### config.mk
export PLATFORM = sky130hd
export DESIGN_NAME = double_ended_age_priority_queue
export DESIGN_NICKNAME = d
export VERILOG_FILES = /design/src/deapq_pkg.sv /design/src/deapq_ram.sv /design/src/deapq_cmp.sv /design/src/double_ended_age_priority_queue.sv
export SDC_FILE = /design/constraint.sdc
export NUM_CORES = 2
export LEC_CHECK = 0
export BUFFER_PORTS_ARGS = -buffer_cell sky130_fd_sc_hd__buf_4
export CORE_ASPECT_RATIO = 1.1
export CORE_MARGIN = 2
export CORE_UTILIZATION = 31
export CTS_BUF_LIST = sky130_fd_sc_hd__clkbuf_4 sky130_fd_sc_hd__clkbuf_8 sky130_fd_sc_hd__clkbuf_16
export CTS_CLUSTER_DIAMETER = 40
export DETAILED_ROUTE_END_ITERATION = 8
export PLACE_DENSITY = 0.54
export SLEW_MARGIN = 20
export SYNTH_ARGS = -nofsm -noshare
export SYNTH_HDL_FRONTEND = slang
export SYNTH_SLANG_ARGS = --single-unit
export TNS_END_PERCENT = 30
### constraint.sdc
create_clock -name clk -period 8.85 [get_ports clk]
set_input_delay 1.77 -clock clk [delete_from_list [all_inputs] [get_ports clk]]
set_output_delay 1.77 -clock clk [all_outputs]
set_load 0.005 [all_outputs]
### src/deapq_pkg.sv
`timescale 1ns / 1ps

package deapq_pkg;

	// Request kinds.
	localparam logic [1:0] KIND_ENQ  = 2'd0;
	localparam logic [1:0] KIND_PEEK = 2'd1;
	localparam logic [1:0] KIND_DEQ  = 2'd2;

	// Selection modes.
	localparam logic [1:0] MODE_HIGH   = 2'd0;
	localparam logic [1:0] MODE_LOW    = 2'd1;
	localparam logic [1:0] MODE_OLDEST = 2'd2;
	localparam logic [1:0] MODE_NEWEST = 2'd3;

	// Result status codes.
	localparam logic [1:0] ST_OK        = 2'd0;
	localparam logic [1:0] ST_EMPTY     = 2'd1;
	localparam logic [1:0] ST_FULL      = 2'd2;
	localparam logic [1:0] ST_EXHAUSTED = 2'd3;

	localparam int OCC_W = 5;

	typedef struct packed {
		logic [1:0]         kind;
		logic [1:0]         mode;
		logic [31:0]        item_tag;
		logic signed [31:0] priority_req;
	} req_t;

	typedef struct packed {
		logic [1:0]         status;
		logic [31:0]        out_item;
		logic signed [31:0] out_priority;
		logic [31:0]        out_order;
		logic [OCC_W-1:0]   occupancy;
	} rsp_t;

endpackage

### src/deapq_ram.sv
`timescale 1ns / 1ps

module deapq_ram #(
	parameter int WIDTH = 96,
	parameter int DEPTH = 16
) (
	input  logic                     clk,
	input  logic                     we,
	input  logic [$clog2(DEPTH)-1:0] waddr,
	input  logic [WIDTH-1:0]         wdata,
	input  logic [$clog2(DEPTH)-1:0] raddr,
	output logic [WIDTH-1:0]         rdata
);

	logic [WIDTH-1:0] mem [DEPTH];

	always_ff @(posedge clk) begin
		if (we) begin
			mem[waddr] <= wdata;
		end
		rdata <= mem[raddr];
	end

endmodule

### src/deapq_cmp.sv
`timescale 1ns / 1ps

module deapq_cmp import deapq_pkg::*; (
	input  logic [1:0]         mode,
	input  logic signed [31:0] a_prio,
	input  logic [31:0]        a_order,
	input  logic signed [31:0] b_prio,
	input  logic [31:0]        b_order,
	output logic               better
);

	logic older;
	logic newer;
	logic prio_gt;
	logic prio_lt;

	// Candidate a beats the current best b; equal priorities go to the older entry.
	always_comb begin
		older   = a_order < b_order;
		newer   = a_order > b_order;
		prio_gt = a_prio > b_prio;
		prio_lt = a_prio < b_prio;
		unique case (mode)
			MODE_HIGH:   better = prio_gt || (!prio_lt && older);
			MODE_LOW:    better = prio_lt || (!prio_gt && older);
			MODE_OLDEST: better = older;
			MODE_NEWEST: better = newer;
			default:     better = 1'b0;
		endcase
	end

endmodule

### src/double_ended_age_priority_queue.sv
`timescale 1ns / 1ps

// Channel   Direction  Handshake             Payload
// req       in         req_valid, req_stall  req_t: kind, mode, item_tag, priority_req
// rsp       out        rsp_valid, rsp_stall  rsp_t: status, out_item, out_priority,
//                                            out_order, occupancy
//
// A peek or dequeue on a non-empty store walks the whole entry memory: one shared
// comparator takes one slot per cycle in S_SCAN, S_DRAIN waits for the last registered
// read, and S_FIN updates state and loads the result.
// An enqueue walks the valid bits until the lowest free slot, writes the entry there and ends in S_FIN.
// Refused or empty requests and the undefined kind skip the walk and go straight to S_FIN.
// Reset (arst_n low) clears all valid bits, the occupancy and the order counter at once;
// no clearing pass is needed. req_stall is high while a transaction is being worked on.
// A finished result sits in the output register until taken, while the next request
// is already accepted; its final update waits only if that register is still full.

module double_ended_age_priority_queue import deapq_pkg::*; #(
	parameter int CAPACITY = 16,
	parameter int TAG_BITS = 32
) (
	input  logic clk,
	input  logic arst_n,
	input  logic req_valid,
	output logic req_stall,
	input  req_t req,
	output logic rsp_valid,
	input  logic rsp_stall,
	output rsp_t rsp
);

	localparam int IW = (CAPACITY > 1) ? $clog2(CAPACITY) : 1;
	localparam int CW = $clog2(CAPACITY + 1);
	localparam int TW = (TAG_BITS < 32) ? TAG_BITS : 32;
	localparam int RW = TW + 64;

	typedef enum logic [1:0] {
		S_IDLE,
		S_SCAN,
		S_DRAIN,
		S_FIN
	} state_t;

	state_t                state_q;
	logic [CAPACITY-1:0]   valid_q;
	logic [CW-1:0]         count_q;
	logic [31:0]           next_order_q;
	logic                  out_vld_q;
	logic [IW-1:0]         idx_q;
	logic                  scan_s1;
	logic                  cand_vld_s1;
	logic [IW-1:0]         cand_idx_s1;
	logic                  best_vld_q;
	logic [IW-1:0]         best_idx_q;

	// Payload registers.
	req_t                  req_q;
	logic [1:0]            status_q;
	logic [TW-1:0]         best_tag_q;
	logic signed [31:0]    best_prio_q;
	logic [31:0]           best_order_q;
	rsp_t                  rsp_q;

	logic                  is_enq;
	logic                  is_deq;
	logic                  idx_last;
	logic                  slot_free;
	logic                  fin_go;
	logic                  take;
	logic                  ram_we;
	logic [RW-1:0]         ram_wdata;
	logic [RW-1:0]         ram_rdata;
	logic [TW-1:0]         rd_tag;
	logic signed [31:0]    rd_prio;
	logic [31:0]           rd_order;
	logic                  cand_better;
	logic                  best_upd;
	logic [CW-1:0]         occ_next;

	assign is_enq    = (req_q.kind == KIND_ENQ);
	assign is_deq    = (req_q.kind == KIND_DEQ);
	assign idx_last  = (idx_q == IW'(CAPACITY - 1));
	assign slot_free = !valid_q[idx_q];
	assign fin_go    = !out_vld_q || !rsp_stall;
	assign take      = (state_q == S_IDLE) && req_valid;

	assign req_stall = (state_q != S_IDLE);
	assign rsp_valid = out_vld_q;
	assign rsp       = rsp_q;

	// The enqueue writes the first free slot that the walk reaches.
	assign ram_we    = (state_q == S_SCAN) && is_enq && slot_free;
	assign ram_wdata = {req_q.item_tag[TW-1:0], req_q.priority_req, next_order_q};

	deapq_ram #(
		.WIDTH(RW),
		.DEPTH(CAPACITY)
	) u_ram (
		.clk  (clk),
		.we   (ram_we),
		.waddr(idx_q),
		.wdata(ram_wdata),
		.raddr(idx_q),
		.rdata(ram_rdata)
	);

	assign rd_tag   = ram_rdata[RW-1:64];
	assign rd_prio  = ram_rdata[63:32];
	assign rd_order = ram_rdata[31:0];

	deapq_cmp u_cmp (
		.mode   (req_q.mode),
		.a_prio (rd_prio),
		.a_order(rd_order),
		.b_prio (best_prio_q),
		.b_order(best_order_q),
		.better (cand_better)
	);

	// The first valid slot seen always becomes the best; later ones must beat it.
	assign best_upd = scan_s1 && cand_vld_s1 && (!best_vld_q || cand_better);

	assign occ_next = (is_deq && status_q == ST_OK) ? count_q - CW'(1) : count_q;

	// Sequencer and control state.
	always_ff @(posedge clk or negedge arst_n) begin
		if (!arst_n) begin
			state_q      <= S_IDLE;
			valid_q      <= '0;
			count_q      <= '0;
			next_order_q <= '0;
			out_vld_q    <= 1'b0;
			idx_q        <= '0;
			scan_s1      <= 1'b0;
			cand_vld_s1  <= 1'b0;
			cand_idx_s1  <= '0;
			best_vld_q   <= 1'b0;
			best_idx_q   <= '0;
		end else begin
			// A new result loads the output register; otherwise a taken one leaves it.
			if (state_q == S_FIN && fin_go) begin
				out_vld_q <= 1'b1;
			end else if (!rsp_stall) begin
				out_vld_q <= 1'b0;
			end
			scan_s1     <= (state_q == S_SCAN) && !is_enq;
			cand_vld_s1 <= valid_q[idx_q];
			cand_idx_s1 <= idx_q;
			if (best_upd) begin
				best_vld_q <= 1'b1;
				best_idx_q <= cand_idx_s1;
			end
			unique case (state_q)
				S_IDLE: begin
					if (take) begin
						idx_q      <= '0;
						best_vld_q <= 1'b0;
						priority if (req.kind == KIND_ENQ) begin
							if (count_q == CW'(CAPACITY) || next_order_q == '1) begin
								state_q <= S_FIN;
							end else begin
								state_q <= S_SCAN;
							end
						end else if (req.kind == KIND_PEEK || req.kind == KIND_DEQ) begin
							state_q <= (count_q == '0) ? S_FIN : S_SCAN;
						end else begin
							state_q <= S_FIN;
						end
					end
				end
				S_SCAN: begin
					if (is_enq) begin
						if (slot_free) begin
							valid_q[idx_q] <= 1'b1;
							count_q        <= count_q + CW'(1);
							next_order_q   <= next_order_q + 32'd1;
							state_q        <= S_FIN;
						end else begin
							idx_q <= idx_q + IW'(1);
						end
					end else if (idx_last) begin
						state_q <= S_DRAIN;
					end else begin
						idx_q <= idx_q + IW'(1);
					end
				end
				S_DRAIN: begin
					state_q <= S_FIN;
				end
				S_FIN: begin
					if (fin_go) begin
						state_q <= S_IDLE;
						if (is_deq && status_q == ST_OK) begin
							valid_q[best_idx_q] <= 1'b0;
							count_q             <= count_q - CW'(1);
						end
					end
				end
				default: begin
					state_q <= S_IDLE;
				end
			endcase
		end
	end

	// Request, running best entry and result payload.
	always_ff @(posedge clk) begin
		if (take) begin
			req_q        <= req;
			best_tag_q   <= '0;
			best_prio_q  <= '0;
			best_order_q <= '0;
			priority if (req.kind == KIND_ENQ) begin
				if (count_q == CW'(CAPACITY)) begin
					status_q <= ST_FULL;
				end else if (next_order_q == '1) begin
					status_q <= ST_EXHAUSTED;
				end else begin
					status_q <= ST_OK;
				end
			end else if (req.kind == KIND_PEEK || req.kind == KIND_DEQ) begin
				status_q <= (count_q == '0) ? ST_EMPTY : ST_OK;
			end else begin
				status_q <= ST_OK;
			end
		end
		if (best_upd) begin
			best_tag_q   <= rd_tag;
			best_prio_q  <= rd_prio;
			best_order_q <= rd_order;
		end
		if (ram_we) begin
			best_order_q <= next_order_q;
		end
		if (state_q == S_FIN && fin_go) begin
			rsp_q.status       <= status_q;
			rsp_q.out_item     <= 32'(best_tag_q);
			rsp_q.out_priority <= best_prio_q;
			rsp_q.out_order    <= best_order_q;
			rsp_q.occupancy    <= OCC_W'(occ_next);
		end
	end

endmodule

==> results.yml <==
logic_synthesis:
  synth_common_cells: "edfxtp_1, mux4_2, and2_1, dfxtp_1, clkbuf_1"
  synth_xor_area_share_pct: 0.440
  synth-compound-area-share_pct: 1.36
  synth_seq_area_share_pct: 78.6
  synth_edf_count: 1805
  postSynth.asyncResetShare_pct: 3.60
  muxShareOfSynthArea_pct: 14.9
  synthAdderAreaFrac_pct: 1.31
  synth_cells: 3249
  ys_types: 64
  syn_nets: 3398
  synthesis.area_sq_um: 73700
  synth_ff_type: "edfxtp_1"
  synth_top_family_by_area: "multiplexers"
  syn_area_per_cell_sq_um: 22.7
  synth_top_cells_by_area: "edfxtp_1, mux4_2, dfxtp_1, dfrtp_1, ha_1"
  yosys_warnings: 0
  synth_top_area_share_pct: 73.5
  synth_most_common_cell: "edfxtp_1"
  synth-seq-cells: 1972
  yosysTopAreaCell: "edfxtp_1"
  synthSimpleGateAreaFrac_pct: 2.27
setup_path:
  critPathTopFamily: "simple AND/OR/NAND/NOR gates"
  path_class: "reg -> reg"
  critPathMaxStageDelay_ps: 750
  crit_slowest_cell: "or4b_2"
  critPathMaxFanout: 40
  required_ps: 9320
  startpoint_type: "flop"
  crit_chain: "ha_1, nand4_1, nor3_1, a22oi_1, or4b_2, o41ai_1, o311ai_0, o21ai_4, buf_4, nand2b_4, buf_4"
  worstSetupEndpointType: "flop"
  critPathMostFrequentCell: "buf_4"
  crit_cells: 11
  regToRegEndpoint: "best_tag_q[28]"
  critPathCapture: "best_tag_q[28]"
  reg2reg_depth: 11
  startpoint: "u_ram.rdata[30]"
  path_buf_inv: 2
  rrSetupSlack_ps: 4060
  worstReg2RegStart: "u_ram.rdata[30]"
  arrival_ps: 5260
power:
  clockPowerShare_pct: 41.1
  power_leakage_nw: 28.4
  seq_power_share_pct: 43.9
  switchingPower_w: 0.00714
  combinationalPowerShare_pct: 15.0
  netSwitchingFraction_pct: 26.0
  vdd_drop_max_v: 0.000186
  p_per_area_nw_per_um2: 310
  p_int_w: 0.0204
route:
  ant_nets: 0
  wire_per_inst_microns: 26.2
  via_per_inst: 4.91
  routed_wl_microns: 182000
  via_count: 34149
  first_iter_violations: 3002
  remaining_drc_errors: 0
  drt-pass1-iter-count: 7
timing:
  relSlewSlack_pct: 23.0
  rsz0062_at_grt: "no"
  worstMarginPinSlew_ps: 1160
  finalCriticalPeriod_ps: 4790
  setup_violations: 0
  fmax_ghz: 0.209
  finalMaxSlewViolations: 0
  fin_skew_ps: 72.7
  finalCritPeriodShare_pct: 54.2
  hold_viol: 0
  tns_ps: 0
min_path:
  hold_path_class: "reg -> reg"
cts:
  htree_levels: 5
  cts.sinks: 1972
  path_clk_slew_ps: 60
  cts_tree: "yes"
  clock_latency_ps: 910
  ctsResizeCount: 0
  numCtsBuffers: 286
  cts_hold_buf: 0
  cts_setup_buffers: 0
  clock-root-buffer: "clkbuf_16"
  cts_buffer_depth: 4
placed_design:
  place.gp.congestion: 0.786
  port-buffer-count: 176
  hpwl_microns: 96200
final_layout:
  area_delta_synth_final_pct: 20.3
  n_fill_cell: 21186
  drive_gt1_share_pct: 32.1
  finalNetCount: 3772
  utilization_pct: 37.6
global_route:
  grt_max_degree: 151
  grt_use_total_pct: 15.0
  grt_pass1_wl_microns: 261000
  busiest_layer: "met2"
  gr-total-overflow: 0
  antenna_found_initial: 12
  grt_pass1_vias: 36168
  use_met1_pct: 20.5
  use_met2_pct: 23.9
  grt_use_met3_pct: 3.16
job:
  max-cap-violations: 0
floorplanning:
  num_rows: 187
  start_util_pct: 31.2
  dieArea_sq_um: 242000
  dieHeight_microns: 515
  die_x_microns: 469
  core-area_sq_um: 236000
  io_pins: 177
run_status:
  status: "finished clean"
-- worst min-delay path by stage --
| stage | slack [ps] | startpoint | cells after the start | to |
|---|---|---|---|---|
| floorplan | 350 | idx_q[2] | 0 | cand_idx_s1[2] |
| global placement | 420 | best_tag_q[10] | 0 | rsp[79] |
| detailed placement | 400 | best_tag_q[26] | 0 | rsp[95] |
| CTS | 410 | best_tag_q[26] | 0 | rsp[95] |
| global route | 420 | best_tag_q[22] | 0 | rsp[91] |
| finish | 410 | best_tag_q[26] | 0 | rsp[95] |
-- power by group through the flow --
stage          combinational [W]  clock [W]  sequential (W)
2_1_floorplan            0.00282          0          0.0119
3_3_place_gp             0.00425          0          0.0123
3_5_place_dp             0.00426          0          0.0123
4_1_cts                  0.00427     0.0116          0.0121
5_1_grt                  0.00452     0.0119          0.0122
6_report                 0.00412     0.0113          0.0121
-- cell usage in the layout, fill, tap and decap left out, types with 8 or more instances in the layout --
master         n
a21oi_1       38
a22o_1        33
a31oi_1       14
and2_1        98
and3_4        15
buf_12        17
buf_4        209
bufinv_16     29
clkbuf_16    291
clkbuf_4      48
clkinv_1      15
clkinv_2      24
clkinv_4      19
clkinvlp_4    23
dfrtp_1       67
dfxtp_1       96
edfxtp_1    1805
ha_1          77
inv_1         79
inv_6         27
inv_8         15
mux4_2       485
nand2_1       55
nand3_1       35
nand4_1       10
nor2_1        29
o21ai_0       25
xnor2_1       29
xor2_1         8
-- worst reg2reg max path: stages (launching register included) --
cell and delay, ps:
dfxtp_1 430, ha_1 310, nand4_1 170, nor3_1 90, a22oi_1 170, or4b_2 750
o41ai_1 390, o311ai_0 280, o21ai_4 210, buf_4 350, nand2b_4 460, buf_4 630
-- cell families after synthesis --
logic type	after synthesis
compound gates	150
xor+xnor	37
fa+ha+maj	77
buf+inv	221
flops	1972
mux	490
simple gates	302
-- registers in the layout (all words and copies together) (netlist names) --
register,flops
u_ram.mem,1536
rsp,103
u_ram.rdata,96
ram_wdata,64
best_order_q,32
best_prio_q,32
best_tag_q,32
next_order_q,32
valid_q,16
count_q,5
best_idx_q,4
cand_idx_s1,4
idx_q,4
req_q,4
state_q,2
status_q,2
best_vld_q,1
cand_vld_s1,1
rsp_valid,1
scan_s1,1
-- metal layers --
layer / vias up / part of all wire, %
li1: 14325 / -
met1: 18460 / 43
met2: 1056 / 48
met3: 306 / 6.0
met4: 2 / 3.0
met5: - / 0.0066
-- through the flow --
| stage | hold WS [ps] | instances | instance area [sq um] | total power, W | worst slack (ps) |
|---|---|---|---|---|---|
| after global routing | 422 | 6954 | 88700 | 0.0287 | 3700 |
| after detailed placement | 405 | 6451 | 79100 | 0.0166 | 3930 |
| after CTS | 411 | 6951 | 88600 | 0.0280 | 3900 |
| final | 410 | 6955 | 88700 | 0.0275 | 4060 |
| after floorplan | 352 | 3249 | 73700 | 0.0147 | 1490 |
| after global placement | 416 | 6451 | 79100 | 0.0165 | 3950 |
-- cell type report --
class | count | area, sq um | area share, %
Sequential cell | 1972 | 57900 | 65.3
Multi-Input combinational cell | 1056 | 15100 | 17.0
Clock buffer | 344 | 7710 | 8.70
Tap cell | 3118 | 3900 | 4.40
Timing Repair Buffer | 226 | 1910 | 2.15
Clock inverter | 156 | 1860 | 2.09
Inverter | 81 | 307 | 0.346
Antenna cell | 2 | 5.00 | 0.00564
Note: power is estimated with default switching activity, not from simulation.
